File: src/lmpc_pkg.sv
// ----------------------------------------------------------------------------
// lmpc_pkg
// Shared types and constants for the LED mode and pattern controller.
// ----------------------------------------------------------------------------
package lmpc_pkg;

    localparam int CNT_W   = 16;
    localparam int LEVEL_W = 8;
    localparam int CFG_IDX_W  = 3;
    localparam int CFG_DATA_W = 16;

    // Configuration register indexes
    localparam logic [CFG_IDX_W-1:0] REG_BLINK_TICKS    = 3'd0;
    localparam logic [CFG_IDX_W-1:0] REG_FADE_TICKS     = 3'd1;
    localparam logic [CFG_IDX_W-1:0] REG_MODE_LOCKOUT   = 3'd2;
    localparam logic [CFG_IDX_W-1:0] REG_RESET_LOCKOUT  = 3'd3;
    localparam logic [CFG_IDX_W-1:0] REG_FADE_STEP      = 3'd4;
    localparam logic [CFG_IDX_W-1:0] REG_PWM_TICKS      = 3'd5;

    // Register values after reset
    localparam logic [CNT_W-1:0]   BLINK_TICKS_RST    = 16'd200;
    localparam logic [CNT_W-1:0]   FADE_TICKS_RST     = 16'd15;
    localparam logic [CNT_W-1:0]   MODE_LOCKOUT_RST   = 16'd300;
    localparam logic [CNT_W-1:0]   RESET_LOCKOUT_RST  = 16'd200;
    localparam logic [LEVEL_W-1:0] FADE_STEP_RST      = 8'd5;
    localparam logic [LEVEL_W-1:0] PWM_TICKS_RST      = 8'd10;

    // Modes
    localparam logic [1:0] MODE_OFF   = 2'd0;
    localparam logic [1:0] MODE_BLINK = 2'd1;
    localparam logic [1:0] MODE_ON    = 2'd2;
    localparam logic [1:0] MODE_FADE  = 2'd3;

    localparam logic [LEVEL_W-1:0] LEVEL_MAX = 8'd255;

    typedef struct packed {
        logic [CNT_W-1:0]   blink_ticks;
        logic [CNT_W-1:0]   fade_ticks;
        logic [CNT_W-1:0]   mode_lockout;
        logic [CNT_W-1:0]   reset_lockout;
        logic [LEVEL_W-1:0] fade_step;
        logic [LEVEL_W-1:0] pwm_ticks;
    } t_cfg;

    typedef struct packed {
        logic       red_on;
        logic       green_on;
        logic       blue_on;
        logic [1:0] current_mode;
    } t_result;

endpackage

File: src/lmpc_if.sv
// ----------------------------------------------------------------------------
// lmpc_if
// Valid/ready channels for button ticks and LED results.
// ----------------------------------------------------------------------------
interface lmpc_in_if;
    logic valid;
    logic ready;
    logic mode_pressed;
    logic reset_pressed;

    modport source (output valid, output mode_pressed, output reset_pressed, input ready);
    modport sink   (input valid, input mode_pressed, input reset_pressed, output ready);
endinterface

interface lmpc_out_if;
    logic       valid;
    logic       ready;
    logic       red_on;
    logic       green_on;
    logic       blue_on;
    logic [1:0] current_mode;

    modport source (output valid, output red_on, output green_on, output blue_on,
                    output current_mode, input ready);
    modport sink   (input valid, input red_on, input green_on, input blue_on,
                    input current_mode, output ready);
endinterface

File: src/lmpc_core.sv
// ----------------------------------------------------------------------------
// lmpc_core
// Pattern state and the single-tick update: lockouts, mode, blink, fade, PWM.
// ----------------------------------------------------------------------------
module lmpc_core
    import lmpc_pkg::*;
(
    input  logic    i_clk,
    input  logic    i_rst_n,
    input  logic    i_accept,
    input  logic    i_mode_pressed,
    input  logic    i_reset_pressed,
    input  t_cfg    i_cfg,
    output t_result o_result
);

    logic [1:0]         r_mode, n_mode;
    logic [LEVEL_W-1:0] r_level, n_level;
    logic               r_falling, n_falling;
    logic [1:0]         r_pos, n_pos;
    logic [CNT_W-1:0]   r_since_blink, n_since_blink;
    logic [CNT_W-1:0]   r_since_fade, n_since_fade;
    logic [CNT_W-1:0]   r_since_mode, n_since_mode;
    logic [CNT_W-1:0]   r_since_reset, n_since_reset;
    logic [LEVEL_W-1:0] r_phase, n_phase;
    logic [2:0]         r_latch, n_latch;

    function automatic logic [CNT_W-1:0] sat_inc(input logic [CNT_W-1:0] v);
        return (v == {CNT_W{1'b1}}) ? v : v + 1'b1;
    endfunction

    logic [LEVEL_W:0]     phase_inc;
    logic [LEVEL_W:0]     level_sum;
    logic [2*LEVEL_W-1:0] product;
    logic [2*LEVEL_W:0]   quot_sum;
    logic [LEVEL_W-1:0]   duty;

    always_comb begin
        n_mode        = r_mode;
        n_level       = r_level;
        n_falling     = r_falling;
        n_pos         = r_pos;
        n_latch       = r_latch;
        n_since_blink = sat_inc(r_since_blink);
        n_since_fade  = sat_inc(r_since_fade);
        n_since_mode  = sat_inc(r_since_mode);
        n_since_reset = sat_inc(r_since_reset);
        level_sum     = '0;
        product       = '0;
        quot_sum      = '0;
        duty          = '0;

        // Phase wraps once it reaches the period; a period of 0 holds it at 0
        phase_inc = {1'b0, r_phase} + 1'b1;
        n_phase   = (phase_inc >= {1'b0, i_cfg.pwm_ticks}) ? '0 : phase_inc[LEVEL_W-1:0];

        if (i_reset_pressed && (n_since_reset >= i_cfg.reset_lockout)) begin
            n_since_reset = '0;
            n_mode        = MODE_OFF;
            n_level       = '0;
            n_falling     = 1'b0;
            n_pos         = '0;
            n_latch       = '0;
        end else begin
            if (i_mode_pressed && (n_since_mode >= i_cfg.mode_lockout)) begin
                n_since_mode  = '0;
                n_mode        = r_mode + 1'b1;
                n_latch       = '0;
                n_level       = '0;
                n_falling     = 1'b0;
                n_pos         = '0;
                n_since_blink = '0;
                n_since_fade  = '0;
            end
            case (n_mode)
                MODE_OFF: begin
                    n_latch = '0;
                end
                MODE_BLINK: begin
                    if (n_since_blink >= i_cfg.blink_ticks) begin
                        n_since_blink = '0;
                        n_latch = (n_pos == 2'd3) ? 3'b000 : (3'b001 << n_pos);
                        n_pos   = (n_pos >= 2'd2) ? 2'd0 : n_pos + 1'b1;
                    end
                end
                MODE_ON: begin
                    n_latch = 3'b111;
                end
                default: begin
                    if (n_since_fade >= i_cfg.fade_ticks) begin
                        n_since_fade = '0;
                        if (n_falling) begin
                            if (n_level <= i_cfg.fade_step) begin
                                n_level   = '0;
                                n_falling = 1'b0;
                            end else begin
                                n_level = n_level - i_cfg.fade_step;
                            end
                        end else begin
                            level_sum = {1'b0, n_level} + {1'b0, i_cfg.fade_step};
                            if (level_sum >= {1'b0, LEVEL_MAX}) begin
                                n_level   = LEVEL_MAX;
                                n_falling = 1'b1;
                            end else begin
                                n_level = level_sum[LEVEL_W-1:0];
                            end
                        end
                    end
                    // Divide by 255 through x/255 = (x + x/256 + 1) / 256, exact in range
                    product  = n_level * i_cfg.pwm_ticks;
                    quot_sum = {1'b0, product} + {{(LEVEL_W+1){1'b0}}, product[2*LEVEL_W-1:LEVEL_W]}
                               + 1'b1;
                    duty     = quot_sum[2*LEVEL_W-1:LEVEL_W];
                    n_latch  = (r_phase < duty) ? 3'b111 : 3'b000;
                end
            endcase
        end
    end

    always_ff @(posedge i_clk) begin
        if (!i_rst_n) begin
            r_mode        <= MODE_OFF;
            r_level       <= '0;
            r_falling     <= 1'b0;
            r_pos         <= '0;
            r_since_blink <= '0;
            r_since_fade  <= '0;
            r_since_mode  <= '0;
            r_since_reset <= '0;
            r_phase       <= '0;
            r_latch       <= '0;
        end else if (i_accept) begin
            r_mode        <= n_mode;
            r_level       <= n_level;
            r_falling     <= n_falling;
            r_pos         <= n_pos;
            r_since_blink <= n_since_blink;
            r_since_fade  <= n_since_fade;
            r_since_mode  <= n_since_mode;
            r_since_reset <= n_since_reset;
            r_phase       <= n_phase;
            r_latch       <= n_latch;
        end
    end

    // Result of the tick being accepted, registered by the output buffer
    assign o_result.red_on       = n_latch[0];
    assign o_result.green_on     = n_latch[1];
    assign o_result.blue_on      = n_latch[2];
    assign o_result.current_mode = n_mode;

endmodule

File: src/lmpc_out_buf.sv
// ----------------------------------------------------------------------------
// lmpc_out_buf
// Two-entry result buffer that decouples the input side from output stalls.
// ----------------------------------------------------------------------------
module lmpc_out_buf
    import lmpc_pkg::*;
(
    input  logic    i_clk,
    input  logic    i_rst_n,
    input  logic    i_push,
    input  t_result i_data,
    output logic    o_space,
    output logic    o_valid,
    input  logic    i_pop,
    output t_result o_data
);

    t_result    r_mem [2];
    logic       r_wr_ptr;
    logic       r_rd_ptr;
    logic [1:0] r_count;
    logic [1:0] n_count;

    always_comb begin
        n_count = r_count;
        case ({i_push, i_pop})
            2'b10:   n_count = r_count + 1'b1;
            2'b01:   n_count = r_count - 1'b1;
            default: n_count = r_count;
        endcase
    end

    always_ff @(posedge i_clk) begin
        if (!i_rst_n) begin
            r_wr_ptr <= 1'b0;
            r_rd_ptr <= 1'b0;
            r_count  <= '0;
        end else begin
            if (i_push) begin
                r_wr_ptr <= ~r_wr_ptr;
            end
            if (i_pop) begin
                r_rd_ptr <= ~r_rd_ptr;
            end
            r_count <= n_count;
        end
    end

    always_ff @(posedge i_clk) begin
        if (i_push) begin
            r_mem[r_wr_ptr] <= i_data;
        end
    end

    assign o_space = ~r_count[1];
    assign o_valid = (r_count != 2'd0);
    assign o_data  = r_mem[r_rd_ptr];

endmodule

File: src/led_mode_pattern_controller.sv
// ----------------------------------------------------------------------------
// led_mode_pattern_controller
// Mode button / reset button tick processor driving three LEDs.
// ----------------------------------------------------------------------------
// Usage:
//   i_item carries one millisecond tick per transfer, with the levels of the
//   mode and reset buttons. o_result returns exactly one transfer per tick:
//   the red, green and blue drive and the current mode (off, rotating blink,
//   all on, breathing fade).
//   Throughput is one tick per clock while the result buffer has room. The
//   whole tick update (lockout counters, mode advance, blink step, fade step,
//   PWM compare) settles between the state registers and the result buffer,
//   which registers each result at its tick transfer, behind any waiting one.
//   The result buffer holds two entries, so a tick is taken while a result
//   waits; i_item.ready drops only when both entries are full, and then the
//   block holds all state until the receiver drains a result.
//   Configuration registers are written through i_cfg_we / i_cfg_index /
//   i_cfg_data while no tick is in flight; unknown indexes are dropped.
//   Reset (i_rst_n low, synchronous) loads the default intervals and
//   lockouts, clears all pattern state and empties the result buffer.
// ----------------------------------------------------------------------------
module led_mode_pattern_controller
    import lmpc_pkg::*;
(
    input  logic                  i_clk,
    input  logic                  i_rst_n,
    lmpc_in_if.sink               i_item,
    lmpc_out_if.source            o_result,
    input  logic                  i_cfg_we,
    input  logic [CFG_IDX_W-1:0]  i_cfg_index,
    input  logic [CFG_DATA_W-1:0] i_cfg_data
);

    t_cfg    r_cfg;
    t_result core_result;
    t_result buf_data;
    logic    buf_space;
    logic    buf_valid;
    logic    item_xfer;
    logic    result_xfer;

    // Configuration: write by index, drop anything beyond the register list
    always_ff @(posedge i_clk) begin
        if (!i_rst_n) begin
            r_cfg.blink_ticks    <= BLINK_TICKS_RST;
            r_cfg.fade_ticks     <= FADE_TICKS_RST;
            r_cfg.mode_lockout   <= MODE_LOCKOUT_RST;
            r_cfg.reset_lockout  <= RESET_LOCKOUT_RST;
            r_cfg.fade_step      <= FADE_STEP_RST;
            r_cfg.pwm_ticks      <= PWM_TICKS_RST;
        end else if (i_cfg_we) begin
            case (i_cfg_index)
                REG_BLINK_TICKS:    r_cfg.blink_ticks    <= i_cfg_data;
                REG_FADE_TICKS:     r_cfg.fade_ticks     <= i_cfg_data;
                REG_MODE_LOCKOUT:   r_cfg.mode_lockout   <= i_cfg_data;
                REG_RESET_LOCKOUT:  r_cfg.reset_lockout  <= i_cfg_data;
                REG_FADE_STEP:      r_cfg.fade_step      <= i_cfg_data[LEVEL_W-1:0];
                REG_PWM_TICKS:      r_cfg.pwm_ticks      <= i_cfg_data[LEVEL_W-1:0];
                default: ;
            endcase
        end
    end

    // Take a tick whenever the result buffer has room
    assign i_item.ready = buf_space;
    assign item_xfer    = i_item.valid & buf_space;
    assign result_xfer  = buf_valid & o_result.ready;

    lmpc_core u_core (
        .i_clk           (i_clk),
        .i_rst_n         (i_rst_n),
        .i_accept        (item_xfer),
        .i_mode_pressed  (i_item.mode_pressed),
        .i_reset_pressed (i_item.reset_pressed),
        .i_cfg           (r_cfg),
        .o_result        (core_result)
    );

    lmpc_out_buf u_out_buf (
        .i_clk   (i_clk),
        .i_rst_n (i_rst_n),
        .i_push  (item_xfer),
        .i_data  (core_result),
        .o_space (buf_space),
        .o_valid (buf_valid),
        .i_pop   (result_xfer),
        .o_data  (buf_data)
    );

    assign o_result.valid        = buf_valid;
    assign o_result.red_on       = buf_data.red_on;
    assign o_result.green_on     = buf_data.green_on;
    assign o_result.blue_on      = buf_data.blue_on;
    assign o_result.current_mode = buf_data.current_mode;

endmodule

File: src/flat_wrapper.sv
// flat-port wrapper written by rule: the top's interface ports become plain ports
module led_mode_pattern_controller_flat import lmpc_pkg::*;
  (i_clk, i_rst_n, i_cfg_we, i_cfg_index, i_cfg_data, i_item_valid, i_item_mode_pressed, i_item_reset_pressed, i_item_ready, o_result_valid, o_result_red_on, o_result_green_on, o_result_blue_on, o_result_current_mode, o_result_ready);
  lmpc_in_if i_item_i ();
  lmpc_out_if o_result_i ();
  input  logic i_clk;
  input  logic i_rst_n;
  input  logic i_cfg_we;
  input  logic [CFG_IDX_W-1:0] i_cfg_index;
  input  logic [CFG_DATA_W-1:0] i_cfg_data;
  input wire logic [$bits(i_item_i.valid)-1:0] i_item_valid;
  input wire logic [$bits(i_item_i.mode_pressed)-1:0] i_item_mode_pressed;
  input wire logic [$bits(i_item_i.reset_pressed)-1:0] i_item_reset_pressed;
  output wire logic [$bits(i_item_i.ready)-1:0] i_item_ready;
  output wire logic [$bits(o_result_i.valid)-1:0] o_result_valid;
  output wire logic [$bits(o_result_i.red_on)-1:0] o_result_red_on;
  output wire logic [$bits(o_result_i.green_on)-1:0] o_result_green_on;
  output wire logic [$bits(o_result_i.blue_on)-1:0] o_result_blue_on;
  output wire logic [$bits(o_result_i.current_mode)-1:0] o_result_current_mode;
  input wire logic [$bits(o_result_i.ready)-1:0] o_result_ready;
  assign i_item_i.valid = i_item_valid;
  assign i_item_i.mode_pressed = i_item_mode_pressed;
  assign i_item_i.reset_pressed = i_item_reset_pressed;
  assign i_item_ready = i_item_i.ready;
  assign o_result_valid = o_result_i.valid;
  assign o_result_red_on = o_result_i.red_on;
  assign o_result_green_on = o_result_i.green_on;
  assign o_result_blue_on = o_result_i.blue_on;
  assign o_result_current_mode = o_result_i.current_mode;
  assign o_result_i.ready = o_result_ready;
  led_mode_pattern_controller u_core (.i_clk(i_clk), .i_rst_n(i_rst_n), .i_item(i_item_i), .o_result(o_result_i), .i_cfg_we(i_cfg_we), .i_cfg_index(i_cfg_index), .i_cfg_data(i_cfg_data));
endmodule
File: config.mk
export PLATFORM = sky130hd
export DESIGN_NAME = led_mode_pattern_controller_flat
export DESIGN_NICKNAME = d
export VERILOG_FILES = /design/src/lmpc_pkg.sv /design/src/lmpc_if.sv /design/src/lmpc_core.sv /design/src/lmpc_out_buf.sv /design/src/led_mode_pattern_controller.sv /design/src/flat_wrapper.sv
export SDC_FILE = /design/constraint.sdc
export NUM_CORES = 1
export LEC_CHECK = 0
export BUFFER_PORTS_ARGS = -buffer_cell sky130_fd_sc_hd__buf_2
export CELL_PAD_IN_SITES_DETAIL_PLACEMENT = 1
export CELL_PAD_IN_SITES_GLOBAL_PLACEMENT = 1
export CORE_MARGIN = 2
export CORE_UTILIZATION = 49
export CTS_CLUSTER_SIZE = 14
export DETAILED_ROUTE_END_ITERATION = 8
export HOLD_SLACK_MARGIN = 0.06
export PLACE_DENSITY = 0.83
export SYNTH_ARGS = -nofsm -noshare
export SYNTH_HDL_FRONTEND = slang
export SYNTH_HIERARCHICAL = 1
export SYNTH_SLANG_ARGS = --single-unit
File: constraint.sdc
create_clock -name i_clk -period 33.3 [get_ports i_clk]
set_input_delay 1.665 -clock i_clk [delete_from_list [all_inputs] [get_ports i_clk]]
set_output_delay 1.665 -clock i_clk [all_outputs]
set_load 0.01 [all_outputs]
==> results.ini, run 1 <==
[power]
swShare=0.308
ir_drop_v=0.0000348
p_per_area_mw_per_mm2=34.9
p_leak_nw=7.27
pwr-share-clk=0.384
design_power_total_mw=0.539
p_seq_frac=0.442
switching_power_mw=0.166
combPwrFrac=0.174
p_int_mw=0.373

[worst_hold_path]
hold_start=u_core/r_cfg[56]$_SDFFE_PN0P_
hold_end=u_core/r_cfg[56]$_SDFFE_PN0P_
hold_depth=2
hold_path_class=reg -> reg

[floorplanning]
start_util=0.500
chipWidth_um=176
die_h_um=176
coreArea_mm2=0.0289
die-area_mm2=0.0308
io_pins=33
rows=62

[route]
first_iter_violations=886
drc_errors=0
drt_wl_total_mm=43.8
vias=13000
ant_nets=0
wl_per_cell_um=20.3
avgViaCountPerCell=6.00
drt_first_pass_iters=7

[clocking]
clk_latency_ps=440
cts_buffers=17
cts_root_buf=clkbuf_16
cts_tree=built
hold_buffers=0
cts_htree_levels=4
clock_sinks=183
clk_pin_slew_worst_paths_ps=70
clk_path_buf_depth=2
cts_resized=0
cts_setup_buffers=0

[cells_and_area]
syn2layout_area_growth_pct=7.25
mostFrequentLayoutCells=nand2_1 (199), dfxtp_1 (173), inv_1 (164)
final_common_cell=nand2_1
num_antenna_cells=0
drive_gt1_frac=0.0608
finish.net_count=1970
nFillCells=3535

[worst_setup_path]
start_kind=flop
worstPathRequired_ps=33540
crit_arrival_ps=15260
r2r_start=u_core/u_core/r_since_mode[3]$_SDFFE_PN0P_
r2r-end=u_core/u_out_buf/r_mem[1][3]$_DFFE_PP_
slowest_delay_ps=610
critPathMaxFanout=28
crit_slowest_cell=o41ai_1
r2r_setup_slack_ps=18280
r2r_cells=54
path_class=reg -> reg
end_kind=flop

[logic_synthesis]
ys.flop_type=dfxtp_1
ys_ff_latch=183
synth-edff-count=10
synthArstFlopShare=0
synth_warnings=6
syn-num-nets=1974
syn-cell-area_mm2=0.0144
synth_cell_types=85
seq_area_frac_synth=0.261
synthCells=1766
avgSynthCellArea_um2=8.17

[place]
gp_congestion=0.886
place.port_buffers=32
dp_hpwl_mm=32.6

[grt]
grt_pass1_wl_mm=71.1
grt_usage=0.288
antenna_found_initial=0
grt_pass1_vias=13400
grt_max_degree=87
grt-ovfl-total=0

[sta]
worst_slew_pin_slew_ps=1200
max_freq_mhz=66.6
fin_crit_sh=0.451
fin_hold_ws_ps=465
setup_viol=0
clock-skew-final_ps=20.1
tns_ps=0
hold_viol=0
relSlewSlack=0.195
rsz0062_at_grt=false
fin_crit_ps=15020
maxSlewViolCount=0

[flow_run]
drv_cap=0

[status]
status=completed

-- metrics by stage --
step	instances	setup slack, ps	area, µm²	utilization
after floorplan	1766	20080	14400	-
after global placement	2127	19070	14900	0.516
after detailed placement	2127	18500	14900	0.516
after CTS	2159	18390	15500	0.536
after global routing	2159	17080	15500	0.536
final	2159	18280	15500	0.536
-- worst max-delay path by stage --
stage,startpoint,to
after detailed placement,u_core/u_core/r_since_mode[3]$_SDFFE_PN0P_,u_core/u_out_buf/r_mem[0][3]$_DFFE_PP_
after CTS,u_core/u_core/r_since_mode[3]$_SDFFE_PN0P_,u_core/u_out_buf/r_mem[1][3]$_DFFE_PP_
after floorplan,u_core/u_core/r_since_mode[3]$_SDFFE_PN0P_,u_core/u_out_buf/r_mem[0][3]$_DFFE_PP_
after global routing,u_core/u_core/r_since_mode[3]$_SDFFE_PN0P_,u_core/u_out_buf/r_mem[1][3]$_DFFE_PP_
after global placement,u_core/u_core/r_since_mode[3]$_SDFFE_PN0P_,u_core/u_out_buf/r_mem[0][3]$_DFFE_PP_
final,u_core/u_core/r_since_mode[3]$_SDFFE_PN0P_,u_core/u_out_buf/r_mem[1][3]$_DFFE_PP_
-- synth_stat cells (23+ instances only) --
master      n  share of area
mux2i_1    86          0.060
xor2_1     32          0.019
nor3_1     31          0.011
fa_1       38          0.053
nor2_1    154          0.040
nand3_1    43          0.015
and2_1     48          0.021
inv_1     164          0.043
nand2_1   199          0.052
and3_1     23          0.010
xnor2_1    38          0.023
clkbuf_1   48          0.012
a21o_1     23          0.012
dfxtp_1   173           0.24
ha_1      144           0.12
nor2b_1    49          0.021
o21ai_0    59          0.020
a22oi_1    28          0.015
a21oi_1    78          0.027
-- power groups by stage --
stage	registers [mW]	clock network [mW]	logic [mW]
after floorplan	0.240	0	0.0629
after global placement	0.242	0	0.0882
after detailed placement	0.243	0	0.0920
after CTS	0.238	0.210	0.0932
after global routing	0.239	0.218	0.102
final	0.238	0.207	0.0937
-- layer usage --
layer / up-vias / track usage / routed length (µm)
li1: 6140 / - / -
met1: 6439 / 0.389 / 20300
met2: 308 / 0.482 / 20500
met3: 63 / 0.0377 / 1970
met4: 0 / 0.0868 / 984
met5: - / 0 / 0
-- critical path, delay by kind of cell, from the launching register on --
family,cells,cell delay [ps]
AO/OA/AOI/OAI,20,5300
adder cells (fa/ha/maj),10,3770
buffers and inverters,4,530
flip-flops,1,430
AND/OR/NAND/NOR,17,4220
XOR/XNOR,3,510
-- cells by family (layout without fill, tap and decap cells) --
logic type | count (synthesis) | count (layout) | synth area share
muxes | 94 | 94 | 0.0659
adders and majority gates | 182 | 182 | 0.178
AOI/OAI and AO/OA | 365 | 365 | 0.172
buffers and inverters | 232 | 241 | 0.0636
DFF | 183 | 183 | 0.261
and+or+nand+nor | 639 | 639 | 0.215
xor gates and xnor gates | 71 | 71 | 0.0442
-- flip-flops by register name (all words and copies together) (netlist names), named ones only --
signal / count
u_core/u_core/r_since_blink: 16
u_core/u_core/r_latch: 3
u_core/u_core/r_phase: 8
u_core/u_core/r_mode: 2
u_core/u_out_buf/r_rd_ptr: 1
u_core/u_core/r_falling: 1
u_core/r_cfg: 80
u_core/u_out_buf/r_count: 2
u_core/u_core/r_level: 8
u_core/u_core/r_since_mode: 16
u_core/u_core/r_pos: 2
u_core/u_core/r_since_reset: 16
u_core/u_out_buf/r_mem: 10
u_core/u_core/r_since_fade: 16
u_core/u_out_buf/r_wr_ptr: 1
-- layout make-up --
| cell class | instances | area, µm² | share of cell area |
|---|---|---|---|
| Multi-Input combinational cell | 1351 | 9760 | 0.631 |
| Clock buffer | 19 | 453 | 0.0293 |
| Inverter | 165 | 619 | 0.0400 |
| Sequential cell | 183 | 3760 | 0.243 |
| Tap cell | 384 | 480 | 0.0311 |
| Clock inverter | 13 | 136 | 0.00882 |
| Timing Repair Buffer | 44 | 253 | 0.0163 |
No activity file was read; power rests on OpenSTA's default activity.
==> run 2, diff against run 1 <==
clock period = 14.7 ns   (was 33.3 ns; I/O delays follow)
==> results.ini, run 2 (synthesis results as in run 1) <==
[grt]
grt_pass1_vias=13500  ; was 13,400
grt_pass1_wl_mm=70.1  ; was 71.1 mm
grt-ovfl-total=0  ; unchanged
grt_usage=0.283  ; was 0.288
grt_max_degree=83  ; was 87
antenna_found_initial=0  ; unchanged

[power]
p_seq_frac=0.439  ; was 0.442
p_int_mw=0.859  ; was 0.373 mW
design_power_total_mw=1.23  ; was 0.539 mW
p_per_area_mw_per_mm2=79.0  ; was 34.9 mW/mm²
p_leak_nw=7.32  ; was 7.27 nW
swShare=0.302  ; was 0.308
combPwrFrac=0.174  ; about the same
pwr-share-clk=0.388  ; was 0.384
ir_drop_v=0.0000603  ; was 0.0000348 V
switching_power_mw=0.372  ; was 0.166 mW

[sta]
relSlewSlack=0.190  ; was 0.195
fin_ws_ps=856  ; was 18,280 ps
maxSlewViolCount=0  ; unchanged
hold_viol=0  ; unchanged
setup_viol=0  ; unchanged
tns_ps=0  ; unchanged
fin_crit_sh=0.942  ; was 0.451
worst_slew_pin_slew_ps=1210  ; was 1200 ps
max_freq_mhz=72.2  ; was 66.6 MHz
clock-skew-final_ps=12.9  ; was 20.1 ps
fin_crit_ps=13840  ; was 15,020 ps

[floorplanning]
start_util=0.500  ; unchanged
rows=62  ; unchanged
die_h_um=176  ; unchanged
coreArea_mm2=0.0289  ; unchanged
die-area_mm2=0.0308  ; unchanged
io_pins=33  ; unchanged
chipWidth_um=176  ; unchanged

[cells_and_area]
drive_gt1_frac=0.0709  ; was 0.0608
num_antenna_cells=0  ; unchanged
syn2layout_area_growth_pct=8.02  ; was 7.25%
finish.net_count=1973  ; was 1,970
largest_register_ff_count=80  ; unchanged
mostFrequentLayoutCells=nand2_1 (199), dfxtp_1 (173), inv_1 (164)  ; unchanged
final_cell_area_mm2=0.0156  ; was 0.0155 mm²
top_register=u_core/r_cfg  ; unchanged
final_common_cell=nand2_1  ; unchanged

[worst_hold_path]
hold_start=u_core/r_cfg[18]$_SDFFE_PN0P_  ; was u_core/r_cfg[56]$_SDFFE_PN0P_
hold_depth=2  ; unchanged
hold_end=u_core/r_cfg[18]$_SDFFE_PN0P_  ; was u_core/r_cfg[56]$_SDFFE_PN0P_
hold_path_class=reg -> reg  ; unchanged

[flow_run]
drv_cap=0  ; unchanged

[clocking]
cts_buffers=17  ; unchanged
hold_buffers=0  ; unchanged
clk_pin_slew_worst_paths_ps=70  ; about the same
clk_latency_ps=440  ; about the same
clock_sinks=183  ; unchanged
cts_setup_buffers=0  ; unchanged
cts_tree=built  ; unchanged
cts_htree_levels=4  ; unchanged
cts_root_buf=clkbuf_16  ; unchanged
clk_path_buf_depth=2  ; unchanged

[worst_setup_path]
r2r-end=u_core/u_out_buf/r_mem[0][3]$_DFFE_PP_  ; was u_core/u_out_buf/r_mem[1][3]$_DFFE_PP_
end_kind=flop  ; unchanged
critPathMaxFanout=14  ; was 28
r2r_start=u_core/u_core/r_since_mode[3]$_SDFFE_PN0P_  ; unchanged
path_buf_inv=4  ; unchanged
worstPathRequired_ps=14970  ; was 33,540 ps
critPathTopFamily=compound AO/OA/AOI/OAI gates  ; unchanged
path_class=reg -> reg  ; unchanged
slowest_delay_ps=550  ; was 610 ps
crit_slowest_cell=o41a_1  ; was o41ai_1
start_kind=flop  ; unchanged
r2r_cells=57  ; was 54
r2r_setup_slack_ps=860  ; was 18,280 ps
crit_arrival_ps=14120  ; was 15,260 ps

[route]
drt_wl_total_mm=43.2  ; was 43.8 mm
wl_per_cell_um=20.0  ; was 20.3 µm
vias=12900  ; was 13,000
drt_first_pass_iters=4  ; was 7
avgViaCountPerCell=5.98  ; was 6.00
first_iter_violations=767  ; was 886
drc_errors=0  ; unchanged
ant_nets=0  ; unchanged

[place]
gp_congestion=0.874  ; was 0.886
place.port_buffers=32  ; unchanged
dpl-instance-area_mm2=0.0149  ; about the same
dpl_worst_slack_ps=133  ; was 18,500 ps
dp_hpwl_mm=31.8  ; was 32.6 mm

[status]
status=completed  ; unchanged

==> run 2: power by group through the flow <==
stage,sequential (mW),clock (mW),combinational [mW]
floorplan,0.545,0,0.142
global placement,0.549,0,0.199
detailed placement,0.551,0,0.208
CTS,0.540,0.484,0.212
global route,0.543,0.501,0.234
finish,0.540,0.477,0.214
==> run 2: tightest hold or removal path, delay by kind of cell (launching register included) <==
family           cells  cell delay (ps)
DFF                  1              320
muxes                1               50
and+or+nand+nor      1               50
==> run 2: what timing repair did <==
item	CTS	global route
setup endpoints to repair	2	9
cloned	0	0
gates resized for setup	1	19
pin swaps	0	2
==> run 2: worst max-delay path by stage <==
| stage | from | to | depth (start not counted) |
|---|---|---|---|
| floorplan | u_core/u_core/r_since_mode[3]$_SDFFE_PN0P_ | u_core/u_out_buf/r_mem[0][3]$_DFFE_PP_ | 61 |
| global placement | u_core/u_core/r_since_mode[3]$_SDFFE_PN0P_ | u_core/u_out_buf/r_mem[0][3]$_DFFE_PP_ | 55 |
| detailed placement | u_core/u_core/r_since_mode[3]$_SDFFE_PN0P_ | u_core/u_out_buf/r_mem[1][3]$_DFFE_PP_ | 50 |
| CTS | u_core/u_core/r_since_mode[3]$_SDFFE_PN0P_ | u_core/u_out_buf/r_mem[0][3]$_DFFE_PP_ | 51 |
| global route | u_core/u_core/r_since_mode[3]$_SDFFE_PN0P_ | u_core/u_out_buf/r_mem[1][3]$_DFFE_PP_ | 56 |
| finish | u_core/u_core/r_since_mode[3]$_SDFFE_PN0P_ | u_core/u_out_buf/r_mem[0][3]$_DFFE_PP_ | 57 |
==> run 2: cell type report <==
cell class | instances | area (µm²)
Fill cell | 3556 | 13300
Multi-Input combinational cell | 1351 | 9840
Sequential cell | 183 | 3760
Inverter | 165 | 619
Tap cell | 384 | 480
Clock buffer | 19 | 453
Timing Repair Buffer | 47 | 275
Clock inverter | 12 | 143
==> run 2: layer usage <==
layer / vias to the layer above / global-route usage / part of all wire
met2: 237 / 0.498 / 0.49
met5: - / 0 / 0
met1: 6490 / 0.369 / 0.46
li1: 6139 / - / -
met3: 48 / 0.0372 / 0.038
met4: 0 / 0.0651 / 0.014
==> run 2: per-stage QoR <==
stage	hold WS (ps)	cells	utilization
after floorplan	423	1766	-
after global placement	438	2130	0.516
after detailed placement	447	2130	0.516
after CTS	463	2161	0.537
after global routing	480	2161	0.540
final	463	2161	0.540
